## src/plru_ram.sv

```systemverilog
// ----------------------------------------------------------------------------
// plru_ram
// Generic single-port-write, single-port-read RAM with registered read data.
// ----------------------------------------------------------------------------
module plru_ram #(
	parameter int WIDTH = 8,
	parameter int DEPTH = 16
) (
	input  logic                     clk,
	input  logic                     we,
	input  logic [$clog2(DEPTH)-1:0] waddr,
	input  logic [WIDTH-1:0]         wdata,
	input  logic                     re,
	input  logic [$clog2(DEPTH)-1:0] raddr,
	output logic [WIDTH-1:0]         rdata
);

	logic [WIDTH-1:0] mem [DEPTH];

	always_ff @(posedge clk) begin
		if (we) begin
			mem[waddr] <= wdata;
		end
		if (re) begin
			rdata <= mem[raddr];
		end
	end

endmodule

```

## config.mk

```make
export PLATFORM = sky130hd
export DESIGN_NAME = plru_ram
export DESIGN_NICKNAME = d
export VERILOG_FILES = /design/src/plru_ram.sv
export SDC_FILE = /design/constraint.sdc
export NUM_CORES = 1
export LEC_CHECK = 0
export CORE_UTILIZATION = 40
export DETAILED_ROUTE_END_ITERATION = 10
export DONT_BUFFER_PORTS = 1
export SETUP_SLACK_MARGIN = 0.2
export SLEW_MARGIN = 10
export SYNTH_ARGS = -nofsm -noshare
export SYNTH_HDL_FRONTEND = slang
export SYNTH_SLANG_ARGS = --single-unit
```

## constraint.sdc

```tcl
create_clock -name clk -period 3.9 [get_ports clk]
set_input_delay 0 -clock clk [delete_from_list [all_inputs] [get_ports clk]]
set_output_delay 0 -clock clk [all_outputs]
set_load 0.1 [all_outputs]
```

Word-level counts from Yosys, hierarchy flattened
Memory sizes are Yosys's and may differ from the RTL's. A register that Yosys moved wholly into a read port is not among the register bits.
Cells that the tools add are included.
Widths: inputs -> output; s select.
{"block": "classes", "n_mux": 2}
{"operator": "$mux 1", "n": 2}
{"block": "totals", "regBits": 0, "ram_bits": 128, "out_inout_bits": 8, "mem_count": 1}
{"memory": "mem", "depth": 16, "width": 8, "read_ports": 1, "rd_clocked_by_memory_dff": 1, "wr": 1, "line_no": "18", "source": "logic [WIDTH-1:0] mem [DEPTH];"}

Depth between registers and ports, before layout
Gate-level depths: netlist (run 1).
{"block": "logic_depth", "depth_word": 2, "mapped_depth": 5}

Worst setup path after synthesis (run 1)
No wires, ideal clock.
{"block": "synth_path", "path_kind": "input to register", "startpoint": "input waddr[2]", "endpoint": "memory mem[0][0] (enable)", "arrival_ns": 1.110, "required_time_ns": 3.517, "slack_ns": 2.407, "stages": 2, "path_buffers": 0, "cell_sequence": "or3b_2 > nor3_1"}
{"item": "start: declaration", "line_no": "11", "source": "input logic [$clog2(DEPTH)-1:0] waddr,"}
{"item": "end: declaration", "line_no": "18"}
Straight into the memory's write port.

Final worst setup path (run 1)
{"block": "layout_path", "startpoint": "input waddr[0]", "endpoint": "memory mem[8][1] (enable)"}
Straight into the memory's write port.

==> metrics.md, run 1 <==
| Metric | Value |
|---|---|
| Status | finished, final reports clean |
| Drt pass-1 iters | 4 |
| Synth Register Bits | 136 |
| Vias | 2,284 |
| IO Port Bufs | 0 |
| Setup TNS | 0 ps |
| Die Ht | 116 um |
| Largest net degree at the start of global routing | 33 |
| Post-synth EDFFs | 136 |
| CTS tree | yes |
| Final Non-Filler Cells | 438 |
| CP endpoint kind | register |
| Worst clock skew | 11.5 ps |
| Post-synthesis cell area | 5230 um^2 |
| Max Cap Viol | 0 |
| Clk slew on worst S/H paths | 50 ps |
| Die Area | 13,500 um^2 |
| Most frequent cell after synthesis | edfxtp_1 |
| Die Width | 116 um |
| RSZ-0062 raised after global routing | no |
| Worst hold path class | primary input to register |
| Setup CP Type | primary input to register |
| Clk pwr share | 0.480 |
| # rows | 41 |
| Clk Latency, worst-skew pair | 420 ps |
| Critical-path maximum fanout | 8 |
| Final core occ | 0.485 |
| Vias in the first global route | 2,425 |
| Lkg Pwr | 1.98 nW |
| WL met2 | 4.58 mm |
| Slew margin rel. | 0.191 |
| GP Congestion | 0.698 |
| Post-DR wirelength/cell | 22.0 um |
| Initial antenna violation count | 0 |
| Synth top area share | 0.781 |
| Pint | 2.83 mW |
| Top_reg_cell synth | edfxtp_1 |
| Startpoint Class | primary input |
| Async set-reset flop share out of synthesis | 0 |
| P&R area growth vs syn | 17.4% |
| Syn Area/Cell | 22.8 um^2 |
| Total CTS buffers | 17 |
| Final Hold Vio Count | 0 |
| Peak VDD IR | 0.000336 V |
| Tmin final | 1610 ps |
| Remaining DRCs | 0 |
| Total wire length | 9.66 mm |
| Psw | 0.696 mW |
| Multi-input logic area | 1060 um^2 |
| Hpwl dp | 5.66 mm |
| Antenna-violating nets left | 0 |
| Sequential Power Share | 0.485 |
| N_diodes | 0 |
| Most frequent cells after synthesis | edfxtp_1 (136), mux4_2 (18), a22oi_1 (16), mux4_1 (14), nor2_1 (13) |
| CP Data Required Time | 3970 ps |
| First-pass GRT wire length | 14.7 mm |
| Root Buffer | clkbuf_16 |
| Fin crit share | 0.414 |
| Initial Util | 0.413 |
| FF+latch area | 4080 um^2 |
| Switching Fraction | 0.198 |
| Detailed Route Iter0 Violations | 147 |
| Register area share after synthesis | 0.781 |
| Fillers | 1,032 |
| Dominant cell type by area after synthesis | edfxtp_1 |
| Pwr dens | 574 nW/um^2 |
| H-Tree Depth | 4 |
| DR top layer | met4 |
| Endpoints failing setup | 0 |
| Distinct cell type count after synthesis | 18 |
| Layout cells sized above 1 | 0.199 |
| Arrival time of the worst setup path | 1680 ps |
| Top cells by area, synth | edfxtp_1 (78%), mux4_2 (7.8%), mux4_1 (7.0%) |
| Cells after Synth | 229 |
| Clock tree buffer depth | 2 |
| Placed insts | 393 |
| GRT overflow | 0 |
| Final Slew Violations | 0 |
| Total track usage | 0.166 |
| Net Count, Synth | 248 |
| CTS sink cnt | 136 |
| Logic pwr share | 0.035 |
| Synth Warn # | 0 |
| M1 wire length | 4.09 mm |
| Fin nets | 272 |
| Num ports | 27 |
| Worst Max-Slew Pin Slew | 1200 ps |
| DR WL met3 | 826 um |
| Vias per inst | 5.21 |
| Fmax | 0.620 GHz |
| Core Region | 12,700 um^2 |
## worst paths after layout
kind                    from   endpoint  slack, ps  cells after the start
hold / removal      raddr[1]   rdata[1]         10                      3
hold reg to reg    mem[0][1]   rdata[1]        780                      3
setup reg to reg  mem[10][4]   rdata[4]       2310                      3
setup / recovery    waddr[0]  mem[8][1]       2290                      3
## per-stage QoR
stage / power (mW) / hold WS (ps) / cell area, um^2 / setup slack [ps]
2_1_floorplan: 1.82 / 98.9 / 5230 / 2410
3_3_place_gp: 1.83 / 99.8 / 5370 / 2130
3_5_place_dp: 1.83 / 99.5 / 5380 / 2080
4_1_cts: 3.55 / 8.77 / 6140 / 2290
5_1_grt: 3.62 / 12.5 / 6140 / 2230
6_report: 3.52 / 12.7 / 6140 / 2290
## critical path, stage by stage
cell,delay [ps]
dlygate4sd3_1,630
nor3_2,190
dlygate4sd3_1,860
## kinds of logic after synthesis
group           Yosys count  share of synthesized area
mux                      32                      0.148
simple gates             35                     0.0314
compound gates           16                     0.0230
buf+inv                  10                     0.0165
flops                   136                      0.781
## final cells by class
type	count	area share
Timing Repair Buffer	15	0.0236
Sequential cell	136	0.665
Multi-Input combinational cell	83	0.173
Tap cell	172	0.0351
Clock inverter	15	0.0338
Clock buffer	17	0.0693
## placed cells by master (no fill, tap or decap)
cell type      count
dlygate4sd3_1     13
nand3b_1           2
clkinv_4           1
or3b_2             1
nor2b_1            1
clkbuf_16         17
a22oi_1           16
nand2_1            9
nand3_1            1
buf_4              2
edfxtp_1         136
and2b_1            1
clkinv_2           6
nor3_2             1
and2_1             1
nand2b_1           2
clkinvlp_4         2
bufinv_16          5
mux4_2            18
nor3_1             3
nor2_1            13
clkinv_1           1
mux4_1            14
## per-layer routing
metal,vias up,track usage
met4,0,0.0897
met5,-,0
li1,1030,-
met3,14,0.0519
met2,88,0.242
met1,1152,0.223
## registers in the layout, summed over array words and instances (netlist names)
| signal | cells |
|---|---|
| mem | 128 |
| rdata | 8 |
## power groups by stage
| stage | registers (mW) | clock network (mW) | logic, mW |
|---|---|---|---|
| after global placement | 1.74 | 0 | 0.0892 |
| final | 1.71 | 1.69 | 0.123 |
| after detailed placement | 1.74 | 0 | 0.0896 |
| after CTS | 1.71 | 1.72 | 0.125 |
| after floorplan | 1.74 | 0 | 0.0831 |
| after global routing | 1.71 | 1.78 | 0.133 |
## what timing repair did
action | CTS | global route
hold buffers | 13 | 0
resized for setup | 0 | 0
buffers inserted | 0 | 0
hold endpoints to repair | 173 | 0
Power figures use the tool's default switching activity.
==> inputs of run 2 (changes only) <==
--- a/config.mk
+++ b/config.mk
@@ -5,6 +5,7 @@
 export SDC_FILE = /design/constraint.sdc
 export NUM_CORES = 1
 export LEC_CHECK = 0
+export ABC_AREA = 1
 export CORE_UTILIZATION = 40
 export DETAILED_ROUTE_END_ITERATION = 10
 export DONT_BUFFER_PORTS = 1
==> constraint.sdc (replaced) <==
create_clock -name clk -period 1.3 [get_ports clk]
set_input_delay 0 -clock clk [delete_from_list [all_inputs] [get_ports clk]]
set_output_delay 0 -clock clk [all_outputs]
set_load 0.1 [all_outputs]
==> metrics.md, run 2 <==
| Metric | Value |
|---|---|
| Synth Warn # | 0 |
| Psw | 2.17 mW |
| Fmax | 0.900 GHz |
| Total wire length | 13.4 mm |
| Final core occ | 0.496 |
| Max Cap Viol | 0 |
| Clk Latency, worst-skew pair | 420 ps |
| Commonest non-fill, non-tap cell in the layout | nand2_1 |
| Worst clock skew | 5.39 ps |
| Register area share after synthesis | 0.698 |
| Total CTS buffers | 17 |
| CP Data Required Time | 1300 ps |
| Distinct cell type count after synthesis | 11 |
| Final Hold Vio Count | 8 |
| Fillers | 1,259 |
| H-Tree Depth | 4 |
| Synth top area share | 0.698 |
| Critical-path maximum fanout | 1 |
| Async set-reset flop share out of synthesis | 0 |
| Final Non-Filler Cells | 777 |
| Dominant cell type by area after synthesis | edfxtp_1 |
| Peak VDD IR | 0.000994 V |
| Post-CTS setup buffers | 0 |
| IO Port Bufs | 0 |
| CP peak stage delay | 460 ps |
| Die Ht | 123 um |
| First-pass GRT wire length | 20.4 mm |
| Clk slew on worst S/H paths | 50 ps |
| Switching Fraction | 0.219 |
| Slowest-stage cell, CP | edfxtp_1 |
| Vias in the first global route | 3,652 |
| Cells after Synth | 551 |
| # rows | 43 |
| Max FFs per register | 128 |
| Total track usage | 0.192 |
| Tmin final | 1110 ps |
| Drt pass-1 iters | 4 |
| Top_reg_cell synth | edfxtp_1 |
| Initial antenna violation count | 0 |
| Post-synth EDFFs | 136 |
| Setup CP Type | register to output pin |
| Slew margin rel. | 0.514 |
| RSZ-0062 raised after global routing | yes |
| CTS Hold Bufs | 10 |
| Crit path max-delay family | flip-flops |
| Vias per inst | 4.94 |
| Num ports | 27 |
| Layout cells sized above 1 | 0.157 |
| Syn Area/Cell | 10.6 um^2 |
| Clk pwr share | 0.420 |
| Net Count, Synth | 570 |
| Post-synthesis cell area | 5850 um^2 |
| CTS tree | yes |
| Remaining DRCs | 0 |
| Commonest cells after routing, fill and taps aside | nand2_1 (167), edfxtp_1 (136), inv_1 (100) |
| Pint | 7.73 mW |
| Pwr dens | 1420 nW/um^2 |
| Setup TNS | 0 ps |
| Synth Register Bits | 136 |
| N_diodes | 0 |
| Antenna-violating nets left | 0 |
| Largest Register | mem |
| Worst Max-Slew Pin Slew | 726 ps |
| Clock tree buffer depth | 2 |
| Top cells by area, synth | edfxtp_1 (70%), nand2_1 (11%), nand3_1 (8.3%) |
| Final Slew Violations | 0 |
| Endpoints failing setup | 0 |
| Core Region | 14,100 um^2 |
| Status | finished, violations left |
| Root Buffer | clkbuf_16 |
| CP endpoint kind | output pin |
| Most frequent cell after synthesis | nand2_1 |
| Lkg Pwr | 2.96 nW |
| P&R area growth vs syn | 19.5% |
| Largest net degree at the start of global routing | 66 |
| Arrival time of the worst setup path | 1110 ps |
| Vias | 3,842 |
| Failing checks | hold timing |
| Worst hold path class | primary input to register |
| Initial Util | 0.415 |
| Cell chain of the critical path | buf_6 |
| Fin crit share | 0.855 |
| Largest regs | mem x128, rdata x8 |
| Die Width | 123 um |
| Hold slack | -97.9 ps |
| Logic pwr share | 0.077 |
| CP Buf/Inv Count | 1 |
| GP Congestion | 0.766 |
| Post-DR wirelength/cell | 17.2 um |
| Hpwl dp | 7.87 mm |
| Die Area | 15,100 um^2 |
| GRT overflow | 0 |
| Fin nets | 605 |
| Placed insts | 737 |
| Startpoint Class | register |
| Sequential Power Share | 0.503 |
| Detailed Route Iter0 Violations | 282 |
| CTS sink cnt | 136 |
| Most frequent cells after synthesis | nand2_1 (173), edfxtp_1 (136), inv_1 (100), nand3_1 (97), nor2_1 (17) |
## run 2: timing repair
action / in CTS / in global routing
pin swaps: 0 / 18
endpoints found under the setup margin: 11 / 10
hold endpoints to repair: 144 / 8
resized for setup: 14 / 33
## run 2: power by group through the flow
stage / Sequential (mW) / Combinational (mW) / Clock, mW
after floorplan: 5.21 / 0.346 / 0
after global placement: 5.06 / 0.595 / 0
after detailed placement: 5.06 / 0.599 / 0
after CTS: 4.98 / 0.725 / 4.19
after global routing: 4.98 / 0.824 / 4.36
final: 4.98 / 0.762 / 4.16
## run 2: layout make-up
type | count | area [um^2] | area share
Clock inverter | 8 | 57.6 | 0.00823
Multi-Input combinational cell | 289 | 1420 | 0.203
Inverter | 102 | 383 | 0.0548
Tap cell | 180 | 225 | 0.0322
Sequential cell | 136 | 4080 | 0.584
Clock buffer | 22 | 444 | 0.0636
Timing Repair Buffer | 40 | 374 | 0.0535
## run 2: logic make-up (layout without fill, tap and decap cells)
family | after synthesis | after routing | synth area share
and+or+nand+nor | 289 | 289 | 0.208
DFF | 136 | 136 | 0.698
buffers and inverters | 126 | 172 | 0.0939
## run 2: layer usage
metal  vias up  track usage  wire length [um]
met2       128        0.279              6070
met3        19       0.0420               901
met1      1845        0.276              6130
met4         0       0.0846               247
met5         -            0                 0
li1       1850            -                 -
## run 2: final timing paths
| kind | startpoint | slack, ps | to | depth (start not counted) |
|---|---|---|---|---|
| setup / recovery | rdata[0] | 190 | rdata[0] | 1 |
| hold / removal | raddr[2] | -100 | rdata[2] | 3 |
| setup reg to reg | mem[6][1] | 210 | rdata[1] | 6 |
| hold reg to reg | mem[10][1] | 750 | rdata[1] | 6 |
## run 2: metrics by stage
stage / worst slack [ps] / hold WS, ps / power, mW / cell area, um^2
3_5_place_dp: 150 / 99.5 / 5.66 / 6170
5_1_grt: 140 / -105 / 10.2 / 6990
4_1_cts: 190 / -118 / 9.89 / 6830
3_3_place_gp: 169 / 99.7 / 5.66 / 6170
6_report: 189 / -97.9 / 9.89 / 6990
2_1_floorplan: 349 / 98.9 / 5.55 / 5850
## run 2: worst reg2reg max path, delay by kind of cell, from the launching register on
kind | cells | cell delay (ps)
buf+inv | 1 | 60
flops | 1 | 360
simple gates | 5 | 430
==> inputs of run 3 (changes only) <==
--- a/config.mk
+++ b/config.mk
@@ -5,7 +5,6 @@
 export SDC_FILE = /design/constraint.sdc
 export NUM_CORES = 1
 export LEC_CHECK = 0
-export ABC_AREA = 1
 export CORE_UTILIZATION = 40
 export DETAILED_ROUTE_END_ITERATION = 10
 export DONT_BUFFER_PORTS = 1
==> metrics.md, run 3 (synthesized netlist as in run 1, its figures left out) <==
| Metric | Value |
|---|---|
| Status | finished, violations left |
| Failing checks | setup timing |
| Lkg Pwr | 2.03 nW |
| Endpoints failing setup | 8 |
| Arrival time of the worst setup path | 1580 ps |
| Pwr dens | 1620 nW/um^2 |
| Total CTS buffers | 17 |
| Commonest non-fill, non-tap cell in the layout | edfxtp_1 |
| Max FFs per register | 128 |
| IO Port Bufs | 0 |
| H-Tree Depth | 4 |
| Post-DR wirelength/cell | 21.9 um |
| CP Buf/Inv Count | 0 |
| Initial Util | 0.413 |
| Setup slack at placement | -220 ps |
| Setup CP Type | register to register |
| Initial antenna violation count | 0 |
| Grt met3 use | 0.0431 |
| # rows | 41 |
| Slowest-stage cell, CP | mux4_2 |
| Critical-path maximum fanout | 1 |
| CP endpoint kind | register |
| Clk Latency, worst-skew pair | 410 ps |
| Worst hold path class | primary input to register |
| GRT overflow | 0 |
| First-pass GRT wire length | 15.3 mm |
| Fin crit share | 1.11 |
| Peak VDD IR | 0.00104 V |
| Core Region | 12,700 um^2 |
| Total wire length | 10.1 mm |
| Grt met1 use | 0.220 |
| Largest net degree at the start of global routing | 33 |
| Worst Max-Slew Pin Slew | 882 ps |
| Fin nets | 294 |
| N_diodes | 0 |
| Die Width | 116 um |
| Largest regs | mem x128, rdata x8 |
| Design Power | 10.2 mW |
| Total track usage | 0.169 |
| Vias | 2,413 |
| Startpoint Class | register |
| Clock tree buffer depth | 2 |
| Detailed Route Iter0 Violations | 233 |
| P&R area growth vs syn | 20.3% |
| Hpwl dp | 6.16 mm |
| Num ports | 27 |
| Crit path max-delay family | multiplexers |
| CP peak stage delay | 490 ps |
| Commonest cells after routing, fill and taps aside | edfxtp_1 (136), mux4_2 (32), buf_4 (21) |
| GR Util met2 | 0.268 |
| Slew margin rel. | 0.411 |
| Reg-to-reg slack, setup | -140 ps |
| Fmax | 0.693 GHz |
| GP Congestion | 0.684 |
| Cell chain of the critical path | mux4_2 -> a22oi_2 -> nand2_1 |
| Vias in the first global route | 2,505 |
| Largest Register | mem |
| Hold slack | 17.0 ps |
| Final Slew Violations | 0 |
| Final Hold Vio Count | 0 |
| Antenna-violating nets left | 0 |
| CP Data Required Time | 1430 ps |
| Drt pass-1 iters | 4 |
| Layout cells sized above 1 | 0.333 |
| Busiest layer in global routing | met2 |
| Max Cap Viol | 0 |
| CTS tree | yes |
| Tmin final | 1440 ps |
| RSZ-0062 raised after global routing | yes |
| Worst clock skew | 8.01 ps |
| Die Ht | 116 um |
| Vias per inst | 5.25 |
| Root Buffer | clkbuf_16 |
| CTS sink cnt | 136 |
| Setup ws final | -143 ps |
| Remaining DRCs | 0 |
| Clk slew on worst S/H paths | 50 ps |
| Die Area | 13,500 um^2 |
run 3: cell types whose count changed in the layout (fill, tap and decap cells not counted), moves of 4 or more:
cell	before	now
nand2_1	167	9
inv_1	100	0
nand3_1	60	1
nand3_2	36	0
mux4_2	0	32
a22oi_1	0	9
a22oi_2	0	7
nor2_1	17	10
nand2_2	6	0
clkinv_1	6	2
run 3: final timing paths:
check        cells past startpoint       end  startpoint
max reg2reg                      3  rdata[6]  mem[10][6]
max                              3  rdata[6]  mem[10][6]
min reg2reg                      3  rdata[1]  mem[15][1]
min                              3  rdata[7]    raddr[1]
run 3: worst min-delay path: stages:
cell and delay [ps]:
mux4_2 170, a22oi_1 70, nand2_1 70
run 3: timing repair:
action | CTS | global route
setup endpoints to repair | 9 | 10
endpoints found under the hold margin | 174 | 0
pin swaps | 0 | 1
gates resized for setup | 7 | 5
hold buffers | 13 | 0
buffers inserted | 0 | 0
run 3: power by group:
group / internal [mW] / leakage, nW / switching (mW)
clock network: 2.99 / 0.273 / 1.62
registers: 4.95 / 1.24 / 0.0287
logic: 0.225 / 0.520 / 0.377
run 3: stage by stage:
step	setup TNS (ps)	area [um^2]	std cells	utilization
finish	-785	6290	460	0.496
detailed placement	-1110	5530	415	0.437
floorplan	0	5210	229	-
CTS	-976	6270	460	0.495
global route	-1170	6290	460	0.496
global placement	-917	5530	415	0.437
run 3: layout make-up:
cell class	instances	area, um^2
clock buffers	22	444
well taps	172	215
fillers	1015	6380
multi-input cells	83	1080
repair buffers	37	342
clock inverters	10	128
flip-flops and latches	136	4080
run 3: routing by layer:
| metal | vias to the layer above | wire [um] |
|---|---|---|
| li1 | 1061 | - |
| met1 | 1280 | 4410 |
| met2 | 65 | 5090 |
| met3 | 7 | 423 |
| met4 | 0 | 142 |
| met5 | - | 0 |
