<file path="config.mk">
export PLATFORM = sky130hd
export DESIGN_NAME = plru_scan
export DESIGN_NICKNAME = d
export VERILOG_FILES = /design/src/plru_pkg.sv /design/src/plru_scan.sv
export SDC_FILE = /design/constraint.sdc
export NUM_CORES = 1
export LEC_CHECK = 0
export ABC_AREA = 1
export BUFFER_PORTS_ARGS = -buffer_cell sky130_fd_sc_hd__clkbuf_2
export CORE_AREA = 8 8 420 422
export CTS_CLUSTER_SIZE = 8
export DETAILED_ROUTE_END_ITERATION = 8
export DIE_AREA = 0 0 428 430
export GPL_TIMING_DRIVEN = 0
export REMOVE_ABC_BUFFERS = 1
export SETUP_SLACK_MARGIN = 0.3
export SLEW_MARGIN = 30
export SYNTH_ARGS = -nofsm -noshare
export SYNTH_HDL_FRONTEND = slang
export SYNTH_SLANG_ARGS = --single-unit
</file>
<file path="constraint.sdc">
create_clock -name clk -period 5.25 [get_ports clk]
set_input_delay 1.3125 -clock clk [delete_from_list [all_inputs] [get_ports clk]]
set_output_delay 1.3125 -clock clk [all_outputs]
set_load 0.05 [all_outputs]
</file>
<file path="src/plru_pkg.sv">
// ----------------------------------------------------------------------------
// plru_pkg
// Types, sizes and codes shared by the partitioned LRU victim select block.
// ----------------------------------------------------------------------------
package plru_pkg;

	localparam int SETS     = 1024;
	localparam int WAYS     = 16;
	localparam int CPUS     = 4;

	localparam int STAMP_W  = 64;
	localparam int OWNER_W  = $clog2(CPUS + 1);
	localparam int ROW_AW   = $clog2(SETS);
	localparam int WAY_W    = $clog2(WAYS);

	localparam int OPC_W    = 2;
	localparam int CPU_W    = 2;
	localparam int SET_W    = 10;
	localparam int WIDX_W   = 4;
	localparam int VICTIM_W = 4;

	localparam logic [OWNER_W-1:0] NO_OWNER = OWNER_W'(CPUS);

	typedef enum logic [OPC_W-1:0] {
		OP_VICTIM = 2'd0,
		OP_FILL   = 2'd1,
		OP_UPDATE = 2'd2
	} opcode_t;

	typedef enum logic [2:0] {
		ST_CLEAR,
		ST_IDLE,
		ST_SCAN,
		ST_DONE,
		ST_WRITE
	} state_t;

	typedef struct packed {
		logic [STAMP_W-1:0] stamp;
		logic [OWNER_W-1:0] owner;
	} line_t;

	typedef line_t [WAYS-1:0] row_t;

	typedef struct packed {
		logic             en;
		logic             restrict_own;
		logic [CPU_W-1:0] cpu;
	} scan_ctl_t;

	typedef struct packed {
		logic             last;
		logic [WAY_W-1:0] victim;
	} scan_sts_t;

	function automatic row_t clear_row();
		row_t r;
		for (int w = 0; w < WAYS; w++) begin
			r[w].stamp = '0;
			r[w].owner = NO_OWNER;
		end
		return r;
	endfunction

endpackage

</file>
<file path="src/plru_scan.sv">
// ----------------------------------------------------------------------------
// plru_scan
// Walks one set row a way per cycle while enabled, tracking the oldest way
// overall and the oldest way owned by the requester.
// ----------------------------------------------------------------------------
module plru_scan (
	input  logic                  clk,
	input  logic                  arst_n,
	input  plru_pkg::scan_ctl_t   ctl,
	input  plru_pkg::row_t        row,
	output plru_pkg::scan_sts_t   sts
);

	logic [plru_pkg::WAY_W-1:0]   way_q;
	logic [plru_pkg::STAMP_W-1:0] all_stamp_q;
	logic [plru_pkg::WAY_W-1:0]   all_way_q;
	logic [plru_pkg::STAMP_W-1:0] own_stamp_q;
	logic [plru_pkg::WAY_W-1:0]   own_way_q;
	logic                         own_found_q;

	plru_pkg::line_t cur;
	logic            first;
	logic            last;
	logic            take_all;
	logic            take_own;
	logic            is_own;

	always_comb begin
		cur      = row[way_q];
		first    = (way_q == '0);
		last     = (way_q == plru_pkg::WAY_W'(plru_pkg::WAYS - 1));
		is_own   = (cur.owner == plru_pkg::OWNER_W'(ctl.cpu));
		take_all = first || (cur.stamp < all_stamp_q);
		take_own = is_own && (first || !own_found_q || (cur.stamp < own_stamp_q));
	end

	always_ff @(posedge clk or negedge arst_n) begin
		if (!arst_n) begin
			way_q       <= '0;
			own_found_q <= 1'b0;
		end else if (ctl.en) begin
			way_q       <= last ? '0 : way_q + 1'b1;
			own_found_q <= (first ? 1'b0 : own_found_q) | is_own;
		end
	end

	always_ff @(posedge clk) begin
		if (ctl.en && take_all) begin
			all_stamp_q <= cur.stamp;
			all_way_q   <= way_q;
		end
		if (ctl.en && take_own) begin
			own_stamp_q <= cur.stamp;
			own_way_q   <= way_q;
		end
	end

	assign sts.last   = ctl.en && last;
	assign sts.victim = (ctl.restrict_own && own_found_q) ? own_way_q : all_way_q;

endmodule

</file>
; ---- After elaboration in Yosys (flattened, before gate mapping)
; Cells that the tools add are included.
[word_totals]
ff_bits = 141
inputBits = 1078
out_inout_bits = 5
word_cells = 28
[classes]
add_sub_neg = 1
n_lt_le_gt_ge = 3
eq_ne = 2
n_mux = 5
bitwise_logic = 1
n_reduce_logical = 10
[ops]
columns = op, n
row1 = binary-select mux 67 bit (select 4 bit), 1
row2 = less-than comparator 64 bit, 2
row3 = 2-to-1 mux 67 bit, 1
row4 = 2-to-1 mux 4 bit, 2
row5 = logical AND 1 bit, 5
row6 = "less-than comparator 4 x 5 -> 1 bit, second input constant", 1
row7 = "adder 4 x 1 -> 4 bit, second input constant", 1
row8 = "== test 4 bit, second input constant", 1
row9 = zero test 4 bit, 1
row10 = == test 3 x 2 -> 1 bit, 1
row11 = logical OR 1 bit, 3
row12 = zero test 1 bit, 1
row13 = 2-to-1 mux 1 bit, 1
row14 = bitwise OR 1 bit, 1

; ---- Logic depth before layout (Yosys ltp)
; Gate-level depths: netlist of run 1.
[logic_depth]
depth_word = 6
mapped_depth = 23
ltp_nobuf = 21

; ---- Worst setup path before layout of run 1
; OpenSTA, ideal clock, no wires.
[synth_timing]
kind = input-to-reg
startpoint = input row[923] in the netlist's numbering
endpoint = register own_stamp_q[0] in the netlist's numbering (enable)
setup_ns = 0.450
t_arrival_ns = 4.814
required_ns = 4.800
slack_ns = -0.014
path_stages = 14
path_buffers = 0
path_cell_list = o21ai_0 o22ai_1 nand2_1 nand4_1 ha_1 a21oi_1 nor2_1 a211oi_1 o221ai_1 nand2_1 o2111ai_1 a31oi_1 nand2_1 a21oi_2
[synth_rtl]
columns = item, line
row1 = from (decl), plru_scan.sv:10  ; input plru_pkg::row_t row,
row2 = to (signal assigned), plru_scan.sv:53  ; own_stamp_q <= cur.stamp;
row3 = to (decl), plru_scan.sv:17  ; logic [plru_pkg::STAMP_W-1:0] own_stamp_q;

==> impl_summary.txt, run 1 <==
----------------------------------------------------
[Routing]
  Routed Antenna Nets ... 0
  Detailed route wirelength on metal2 ... 70.13 mm
  Met1 WL ... slightly above 60 mm
  DR pass1 iterations ... 6
  Overall via count from detail_route ... approximately 25000
  Detailed-route wire length ... 152.3 mm
  Vias per cell ... around 4.2
  Top metal layer carrying routed signals ... met5
  DRC errors left ... 0
  Detailed router's first-iteration violation count ... 2670
  Met3 routed wirelength ... between 15 and 20 mm
  Mean routed wirelength per cell ... approximately 26 um

[Floorplanning]
  Standard-cell row count ... 152
  Starting density of the core ... 9.588%
  Die area ... approximately 180000 um^2
  Number of top-level pins ... around 1100
  Die H ... around 430 um
  Core outline area ... 170200 um^2
  X dimension of the die ... 428 um

[Hold path]
  Path type of the worst min-delay path ... register to register

[Setup path]
  Critical path's largest stage delay ... ~0.53 ns
  Worst Path Required ... between 5 and 6 ns
  Number of buffer and inverter stages on the critical path ... 7
  Nature of the critical path endpoint ... register
  Peak fanout along the critical path ... between 40 and 50
  Critical path cell sequence ... buf_16 -> clkinv_16 -> buf_16 -> bufbuf_16 -> o21ai_0 -> o22ai_1 -> nand2_1 -> nand4_1 -> ha_1 -> nand3_1 -> nor3_1 -> nand2_1 -> o2111ai_1 -> a31oi_1 -> nand2_1 -> a21oi_4 -> buf_12 -> buf_16 -> buf_12
  Master of the slowest instance on the critical path ... sky130_fd_sc_hd__o21ai_0
  Kind of start point of the critical path ... register
  Kind of cell with the highest combined delay on the critical path ... buffers and inverters
  Arrival time reported for the critical path endpoint ... 5.00 ns
  Path type of the worst setup path ... register to register

[Synth]
  Number of enable-type register cells in the synthesized netlist ... 136
  Share of async-settable or async-resettable flops after synthesis ... 3.546%
  Flip-flop cell with the highest count after synthesis ... sky130_fd_sc_hd__edfxtp_1
  Synthesized netlist cell count ... about 2600
  Library cell with the largest summed area after synthesis ... sky130_fd_sc_hd__edfxtp_1
  Mapped Area ... around 16000 um^2
  Register bit total from synthesis ... between 100 and 150
  Average instance area after synthesis ... 6.346 um^2
  Sequential element share of the synthesized area ... between 20% and 30%
  Warnings, synthesis ... 0
  Yosys top cell area share ... 25.02%
  Cell types occupying the most area after synthesis ... sky130_fd_sc_hd__edfxtp_1 25%, sky130_fd_sc_hd__o21ai_0 17%, sky130_fd_sc_hd__nor2_1 13%
  Netlist cell types ... 39

[Power and ir drop]
  Clock Power Share ... under 10%
  P per Cell Area ... 601.7 nW/um^2
  Relative contribution of combinational cells to total power ... 77.2%
  Net switching fraction of the power ... between 50% and 60%
  VDD IR max ... about 0.00032 V
  Fraction of power consumed by sequential logic ... 14.4%
  Sw Pwr ... about 8800 uW
  Internal portion of total power ... 7457 uW
  Cell leakage power ... ~0.012 uW

[Finish]
  Fraction of layout instances using a drive strength above 1 ... ~36%
  Area growth, synth to finish ... 65.21%
  Fin nets ... 4800
  Filler-free cell count of the finished design ... roughly 5900
  Number of inserted filler cells in the final layout ... between 15000 and 20000
  Final core utilization ... approximately 16%

[Timing]
  Tightest slew margin relative to the limit ... between 40% and 50%
  Final count of hold timing violations ... 0
  Post-route clock skew ... around 0.016 ns
  Max Transition Viols Final ... 0
  Final critical-path required period ... 4.808 ns
  Final number of setup-violating endpoints ... 0
  Least-Margin Pin Slew ... approximately 0.88 ns
  Accumulated negative setup slack ... 0 ns
  Fmax ... 208.0 MHz
  Final hold slack ... 0.5590 ns
  Share of the clock period used by the worst path ... between 90% and 100%
  RSZ-0062 raised after global routing ... false

[Place]
  Sum of net half-perimeters after detailed placement ... about 120 mm
  Global placement routability congestion ... between 0.9 and 1
  Cell total after placement ... roughly 5700
  Number of buffers added on ports ... 1082

[GRT]
  All-Layer GR Usage ... about 15%
  Pin count of the biggest net entering global routing ... 82
  Number of global-route vias before repair ... between 20000 and 25000
  Wire length of the first global-routing pass ... around 200 mm
  Number of antenna violations at the first check in global routing ... 101
  Total congestion overflow ... 0

[CTS]
  TritonCTS clock tree ... yes
  Number of CTS-inserted buffers ... 17
  Clock transition at the register clock pins on the worst setup and hold paths after CTS ... around 0.070 ns
  Maximum number of buffers from clock root to sink ... 2
  Clock latency on the worst-skew pair ... roughly 0.5 ns
  Root buffer selected by CTS ... sky130_fd_sc_hd__clkbuf_16
  CTS sink count ... approximately 140
  Max H-tree Level ... 4

[Run]
  Max-cap violations ... 0

[Run status]
  Status ... finished, final reports clean

----------------------------------------------------
## cell type report
class	count	area, um^2	area share (%)
inverter	160	648.1	2.404
timing repair inverter	4	35.03	0.1299
timing repair buffer	1204	7541	27.97
antenna	19	47.55	0.1763
clock buffer	23	467.9	1.735
multi-input combinational	2066	11060	41.00
sequential	141	4217	15.64
tap	2233	2794	10.36
clock inverter	9	157.7	0.5847
## cells in the final DEF, fill, tap and decap left out, types with 5 or more instances in the layout
cell type | netlist | final
sky130_fd_sc_hd__clkbuf_2 | 0 | 1082
sky130_fd_sc_hd__nor2_1 | 549 | 527
sky130_fd_sc_hd__o21ai_0 | 540 | 510
sky130_fd_sc_hd__nand2_1 | 379 | 368
sky130_fd_sc_hd__o22ai_1 | 264 | 249
sky130_fd_sc_hd__inv_1 | 158 | 157
sky130_fd_sc_hd__edfxtp_1 | 136 | 136
sky130_fd_sc_hd__ha_1 | 128 | 128
sky130_fd_sc_hd__nand4_1 | 76 | 76
sky130_fd_sc_hd__buf_4 | 3 | 60
sky130_fd_sc_hd__a21oi_1 | 60 | 59
sky130_fd_sc_hd__buf_16 | 0 | 35
sky130_fd_sc_hd__o21ai_1 | 1 | 26
sky130_fd_sc_hd__nand3_1 | 21 | 20
sky130_fd_sc_hd__clkbuf_16 | 0 | 20
sky130_fd_sc_hd__diode_2 | 0 | 19
sky130_fd_sc_hd__nor2_2 | 1 | 16
sky130_fd_sc_hd__bufbuf_16 | 0 | 14
sky130_fd_sc_hd__o22ai_2 | 0 | 13
sky130_fd_sc_hd__nand2_2 | 1 | 10
sky130_fd_sc_hd__nor2_4 | 0 | 7
sky130_fd_sc_hd__buf_12 | 0 | 7
sky130_fd_sc_hd__a211oi_1 | 8 | 6
sky130_fd_sc_hd__nor3_1 | 7 | 6
sky130_fd_sc_hd__inv_6 | 0 | 6
sky130_fd_sc_hd__o21ai_2 | 0 | 5
## worst register-to-register path: stages, from the launching register on
cell                        delay, ns
sky130_fd_sc_hd__dfrtp_4         0.52
sky130_fd_sc_hd__buf_16          0.20
sky130_fd_sc_hd__clkinv_16       0.17
sky130_fd_sc_hd__buf_16          0.20
sky130_fd_sc_hd__bufbuf_16       0.38
sky130_fd_sc_hd__o21ai_0         0.53
sky130_fd_sc_hd__o22ai_1         0.17
sky130_fd_sc_hd__nand2_1         0.16
sky130_fd_sc_hd__nand4_1         0.31
sky130_fd_sc_hd__ha_1            0.43
sky130_fd_sc_hd__nand3_1         0.09
sky130_fd_sc_hd__nor3_1          0.06
sky130_fd_sc_hd__nand2_1         0.07
sky130_fd_sc_hd__o2111ai_1       0.11
sky130_fd_sc_hd__a31oi_1         0.16
sky130_fd_sc_hd__nand2_1         0.11
sky130_fd_sc_hd__a21oi_4         0.20
sky130_fd_sc_hd__buf_12          0.19
sky130_fd_sc_hd__buf_16          0.18
sky130_fd_sc_hd__buf_12          0.23
## cells in the mapped netlist (2+ instances only)
cell type	n
sky130_fd_sc_hd__nand4_1	76
sky130_fd_sc_hd__nand3_1	21
sky130_fd_sc_hd__a31oi_1	2
sky130_fd_sc_hd__a211oi_1	8
sky130_fd_sc_hd__nor2_1	549
sky130_fd_sc_hd__o2111ai_1	2
sky130_fd_sc_hd__buf_2	31
sky130_fd_sc_hd__inv_1	158
sky130_fd_sc_hd__edfxtp_1	136
sky130_fd_sc_hd__o211ai_1	3
sky130_fd_sc_hd__buf_4	3
sky130_fd_sc_hd__dfrtp_1	5
sky130_fd_sc_hd__o21ai_0	540
sky130_fd_sc_hd__buf_1	9
sky130_fd_sc_hd__nor3_1	7
sky130_fd_sc_hd__o22ai_1	264
sky130_fd_sc_hd__a21oi_1	60
sky130_fd_sc_hd__ha_1	128
sky130_fd_sc_hd__o21a_1	2
sky130_fd_sc_hd__clkbuf_1	162
sky130_fd_sc_hd__mux2_2	4
sky130_fd_sc_hd__o221ai_1	3
sky130_fd_sc_hd__nand2_1	379
sky130_fd_sc_hd__nor4_1	4
sky130_fd_sc_hd__inv_2	2
## path summary, 6_finish.rpt
kind                            cells after the start         from               to  slack (ns)
worst max register to register                     19     way_q[0]  own_stamp_q[18]        0.44
worst min-delay path                                2  own_found_q      own_found_q        0.56
worst min register to register                      2  own_found_q      own_found_q        0.56
max in group asynchronous                           1       arst_n         way_q[0]        4.41
min in group asynchronous                           1       arst_n      own_found_q        0.64
worst max-delay path                               19     way_q[0]  own_stamp_q[18]        0.44
## layer usage
layer	GRT usage, %	vias up
met3	5.882	295
met1	18.79	11915
met5	0	-
li1	-	11120
met4	4.376	48
met2	25.18	1508
## per-stage QoR
| stage | setup slack (ns) | total power [uW] | area, um^2 |
|---|---|---|---|
| 2_1_floorplan | -16.68 | 8447 | 15490 |
| 3_3_place_gp | -40.54 | 11600 | 23700 |
| 3_5_place_dp | -1.759 | 13210 | 24780 |
| 4_1_cts | 0.3145 | 15940 | 26470 |
| 5_1_grt | 0.3133 | 17600 | 26940 |
| 6_report | 0.4423 | 16220 | 26960 |
## sequential cells by signal, indices dropped and copies added (netlist names)
| signal | cells |
|---|---|
| all_stamp_q | 64 |
| own_stamp_q | 64 |
| all_way_q | 4 |
| own_way_q | 4 |
| way_q | 4 |
| own_found_q | 1 |
## power groups by stage
stage	logic (uW)	registers, uW	clock network, uW
floorplan	5800	2640	0
global placement	8800	2800	0
detailed placement	10800	2460	0
CTS	12200	2340	1410
global route	13800	2390	1450
finish	12500	2330	1360
## what timing repair did
action                     CTS  global route
gates resized for setup     62            52
setup endpoints to repair  136            96
hold buffers                 0             0
gates cloned                19             3
pin swaps                   17            26
setup buffers               36            30
## cells by family after synthesis
family                   share of synthesized area [%]
AND/OR/NAND/NOR                                  25.54
AO/OA/AOI/OAI                                    29.76
buffers and inverters                            8.770
flip-flops                                       25.79
adder cells (fa/ha/maj)                          9.813
multiplexers                                    0.2760
XOR/XNOR                                       0.05367
(Power assumes the default switching activity.)
==> run 2: changes to the inputs <==
--- a/config.mk
+++ b/config.mk
@@ -6,7 +6,7 @@
 export NUM_CORES = 1
 export LEC_CHECK = 0
 export ABC_AREA = 1
-export BUFFER_PORTS_ARGS = -buffer_cell sky130_fd_sc_hd__clkbuf_2
+export BUFFER_PORTS_ARGS = -buffer_cell sky130_fd_sc_hd__buf_2
 export CORE_AREA = 8 8 420 422
 export CTS_CLUSTER_SIZE = 8
 export DETAILED_ROUTE_END_ITERATION = 8
==> run 2 against run 1 <==
Against the previous run:
- global-route usage is 0.070 points higher
- cell count increased by 0.17%
- critical endpoint is now own_stamp_q[12]
- largest cell class unchanged
- design area down 0.43%
==> impl_summary.txt, run 2 (synthesized netlist as in run 1, its figures left out) <==
----------------------------------------------------
[Run status]
  Status ... finished, final reports clean

[Finish]
  Largest registers in the final layout ... all_stamp_q x64, own_stamp_q x64
  Most frequent cells in the layout ... 1082 x sky130_fd_sc_hd__buf_2, 530 x sky130_fd_sc_hd__nor2_1, 512 x sky130_fd_sc_hd__o21ai_0, 373 x sky130_fd_sc_hd__nand2_1, 250 x sky130_fd_sc_hd__o22ai_1
  Area growth, synth to finish ... 64.50%
  Fraction of layout instances using a drive strength above 1 ... between 30% and 40%
  Fin nets ... around 4800
  Commonest non-fill, non-tap cell in the layout ... sky130_fd_sc_hd__buf_2
  Final core utilization ... around 16%
  Number of inserted filler cells in the final layout ... 19653

[Power and ir drop]
  Fraction of power consumed by sequential logic ... between 10 and 15%
  VDD IR max ... 0.0002715 V
  Relative contribution of combinational cells to total power ... around 78%
  Internal portion of total power ... ~7100 uW
  Cell leakage power ... about 0.012 uW
  P per Cell Area ... roughly 590 nW/um^2
  Clock Power Share ... under 10%
  Net switching fraction of the power ... between 50% and 60%
  Sw Pwr ... around 8600 uW

[CTS]
  Number of CTS-inserted buffers ... 17
  CTS sink count ... 141
  Clock latency on the worst-skew pair ... approximately 0.5 ns
  Root buffer selected by CTS ... sky130_fd_sc_hd__clkbuf_16
  Maximum number of buffers from clock root to sink ... 2
  Max H-tree Level ... 4
  Clock transition at the register clock pins on the worst setup and hold paths after CTS ... ~0.07 ns
  Number of hold buffers added after CTS ... 0
  TritonCTS clock tree ... yes

[GRT]
  All-Layer GR Usage ... between 10% and 20%
  Number of global-route vias before repair ... 23860
  Wire length of the first global-routing pass ... ~200 mm
  Number of antenna violations at the first check in global routing ... about 120
  Pin count of the biggest net entering global routing ... 93
  Total congestion overflow ... 0

[Floorplanning]
  Number of top-level pins ... 1083
  Starting density of the core ... 9.588%
  Die H ... 430 um
  Die area ... ~180000 um^2
  Standard-cell row count ... around 150
  Core outline area ... 170200 um^2
  X dimension of the die ... 428 um

[Timing]
  Tightest slew margin relative to the limit ... between 30% and 40%
  Fmax ... between 200 and 250 MHz
  RSZ-0062 raised after global routing ... false
  Final number of setup-violating endpoints ... 0
  Post-route clock skew ... 0.01352 ns
  Accumulated negative setup slack ... 0 ns
  Share of the clock period used by the worst path ... about 93%
  Final critical-path required period ... approximately 5 ns
  Final count of hold timing violations ... 0
  Final hold slack ... about 0.53 ns
  Max Transition Viols Final ... 0
  Least-Margin Pin Slew ... about 1 ns

[Setup path]
  Worst Path Required ... roughly 5.4 ns
  Kind of start point of the critical path ... register
  Peak fanout along the critical path ... between 70 and 80
  Arrival time reported for the critical path endpoint ... 5.09 ns
  Nature of the critical path endpoint ... register
  Path type of the worst setup path ... register to register
  R2R Setup Slk ... roughly 0.35 ns

[Routing]
  Overall via count from detail_route ... about 25000
  Detailed-route wire length ... ~150 mm
  DR pass1 iterations ... 6
  Mean routed wirelength per cell ... 26.04 um
  DRC errors left ... 0
  Vias per cell ... roughly 4.2
  Detailed router's first-iteration violation count ... roughly 2200
  Routed Antenna Nets ... 0

[Place]
  Global placement routability congestion ... ~0.96
  Sum of net half-perimeters after detailed placement ... between 100 and 150 mm
  Number of buffers added on ports ... around 1100

[Hold path]
  Path type of the worst min-delay path ... register to register

[Run]
  Max-cap violations ... 0

----------------------------------------------------
run 2: changes by cell type in the layout (fill, tap and decap cells not counted), sizes merged:
| cell | change |
|---|---|
| clkbuf | -1086 |
| buf | +1071 |
| diode | +19 |
| clkinvlp | +5 |
| bufinv | -3 |
| clkinv | +2 |
| inv | +2 |
run 2: what timing repair did:
action,in CTS,in global routing
buffers inserted,36,16
gates resized for setup,65,37
gates cloned,21,4
setup endpoints to repair,136,121
pin swaps,19,16
run 2: final cells by class:
type                    count  area [um^2]  share of cell area [%]
multi-input cells        2066        11030                   41.07
repair buffers           1194         7475                   27.84
flip-flops and latches    141         4217                   15.71
well taps                2233         2794                   10.41
inverters                 160        648.1                   2.414
clock buffers              18        429.2                   1.599
clock inverters            14        118.9                  0.4427
diodes                     38        95.09                  0.3542
repair inverters            5        43.79                  0.1631
run 2: worst paths after layout:
check	from	to	cells past startpoint
setup / recovery	way_q[0]	own_stamp_q[12]	23
setup reg to reg	way_q[0]	own_stamp_q[12]	23
min in group asynchronous	arst_n	own_found_q	1
max in group asynchronous	arst_n	way_q[0]	1
hold / removal	own_found_q	own_found_q	2
hold reg to reg	own_found_q	own_found_q	2
run 2: power groups by stage:
stage / registers [uW] / clock network, uW / logic, uW
6_report: 2330 / 1180 / 12200
4_1_cts: 2330 / 1240 / 12100
5_1_grt: 2380 / 1270 / 13500
3_5_place_dp: 2450 / 0 / 10700
3_3_place_gp: 2800 / 0 / 8780
2_1_floorplan: 2640 / 0 / 5800
run 2: routing by layer:
| layer | global-route usage, % | part of all wire [%] |
|---|---|---|
| met5 | 0 | 0.25 |
| met3 | 6.059 | 11 |
| met2 | 25.16 | 46 |
| met1 | 18.66 | 40 |
| met4 | 5.016 | 3.4 |
run 2: stage by stage:
| stage | instance area [um^2] | std cells | total power [uW] | setup WS, ns |
|---|---|---|---|---|
| floorplan | 15490 | 2366 | 8447 | -16.68 |
| global placement | 23700 | 5681 | 11580 | -40.39 |
| detailed placement | 24770 | 5722 | 13180 | -1.745 |
| CTS | 26430 | 5811 | 15690 | 0.2916 |
| global route | 26780 | 5843 | 17150 | 0.3014 |
| finish | 26850 | 5869 | 15730 | 0.3504 |
run 2: critical path, cell delays in order, from the launching register on:
cell and delay, ns:
sky130_fd_sc_hd__dfrtp_4 0.51, sky130_fd_sc_hd__buf_12 0.14, sky130_fd_sc_hd__buf_12 0.16, sky130_fd_sc_hd__buf_16 0.22
sky130_fd_sc_hd__o21ai_1 0.59, sky130_fd_sc_hd__o22ai_1 0.38, sky130_fd_sc_hd__nand2_1 0.13, sky130_fd_sc_hd__nand4_1 0.10
sky130_fd_sc_hd__buf_4 0.18, sky130_fd_sc_hd__ha_1 0.19, sky130_fd_sc_hd__a21oi_1 0.13, sky130_fd_sc_hd__nor2_1 0.05
sky130_fd_sc_hd__a211oi_1 0.17, sky130_fd_sc_hd__nand2_1 0.13, sky130_fd_sc_hd__nand2_1 0.09, sky130_fd_sc_hd__nand2_2 0.10
sky130_fd_sc_hd__nand2_1 0.12, sky130_fd_sc_hd__nand2_4 0.12, sky130_fd_sc_hd__nand2_1 0.09, sky130_fd_sc_hd__nand2_1 0.09
sky130_fd_sc_hd__a21oi_4 0.19, sky130_fd_sc_hd__buf_12 0.18, sky130_fd_sc_hd__buf_12 0.16, sky130_fd_sc_hd__buf_16 0.17
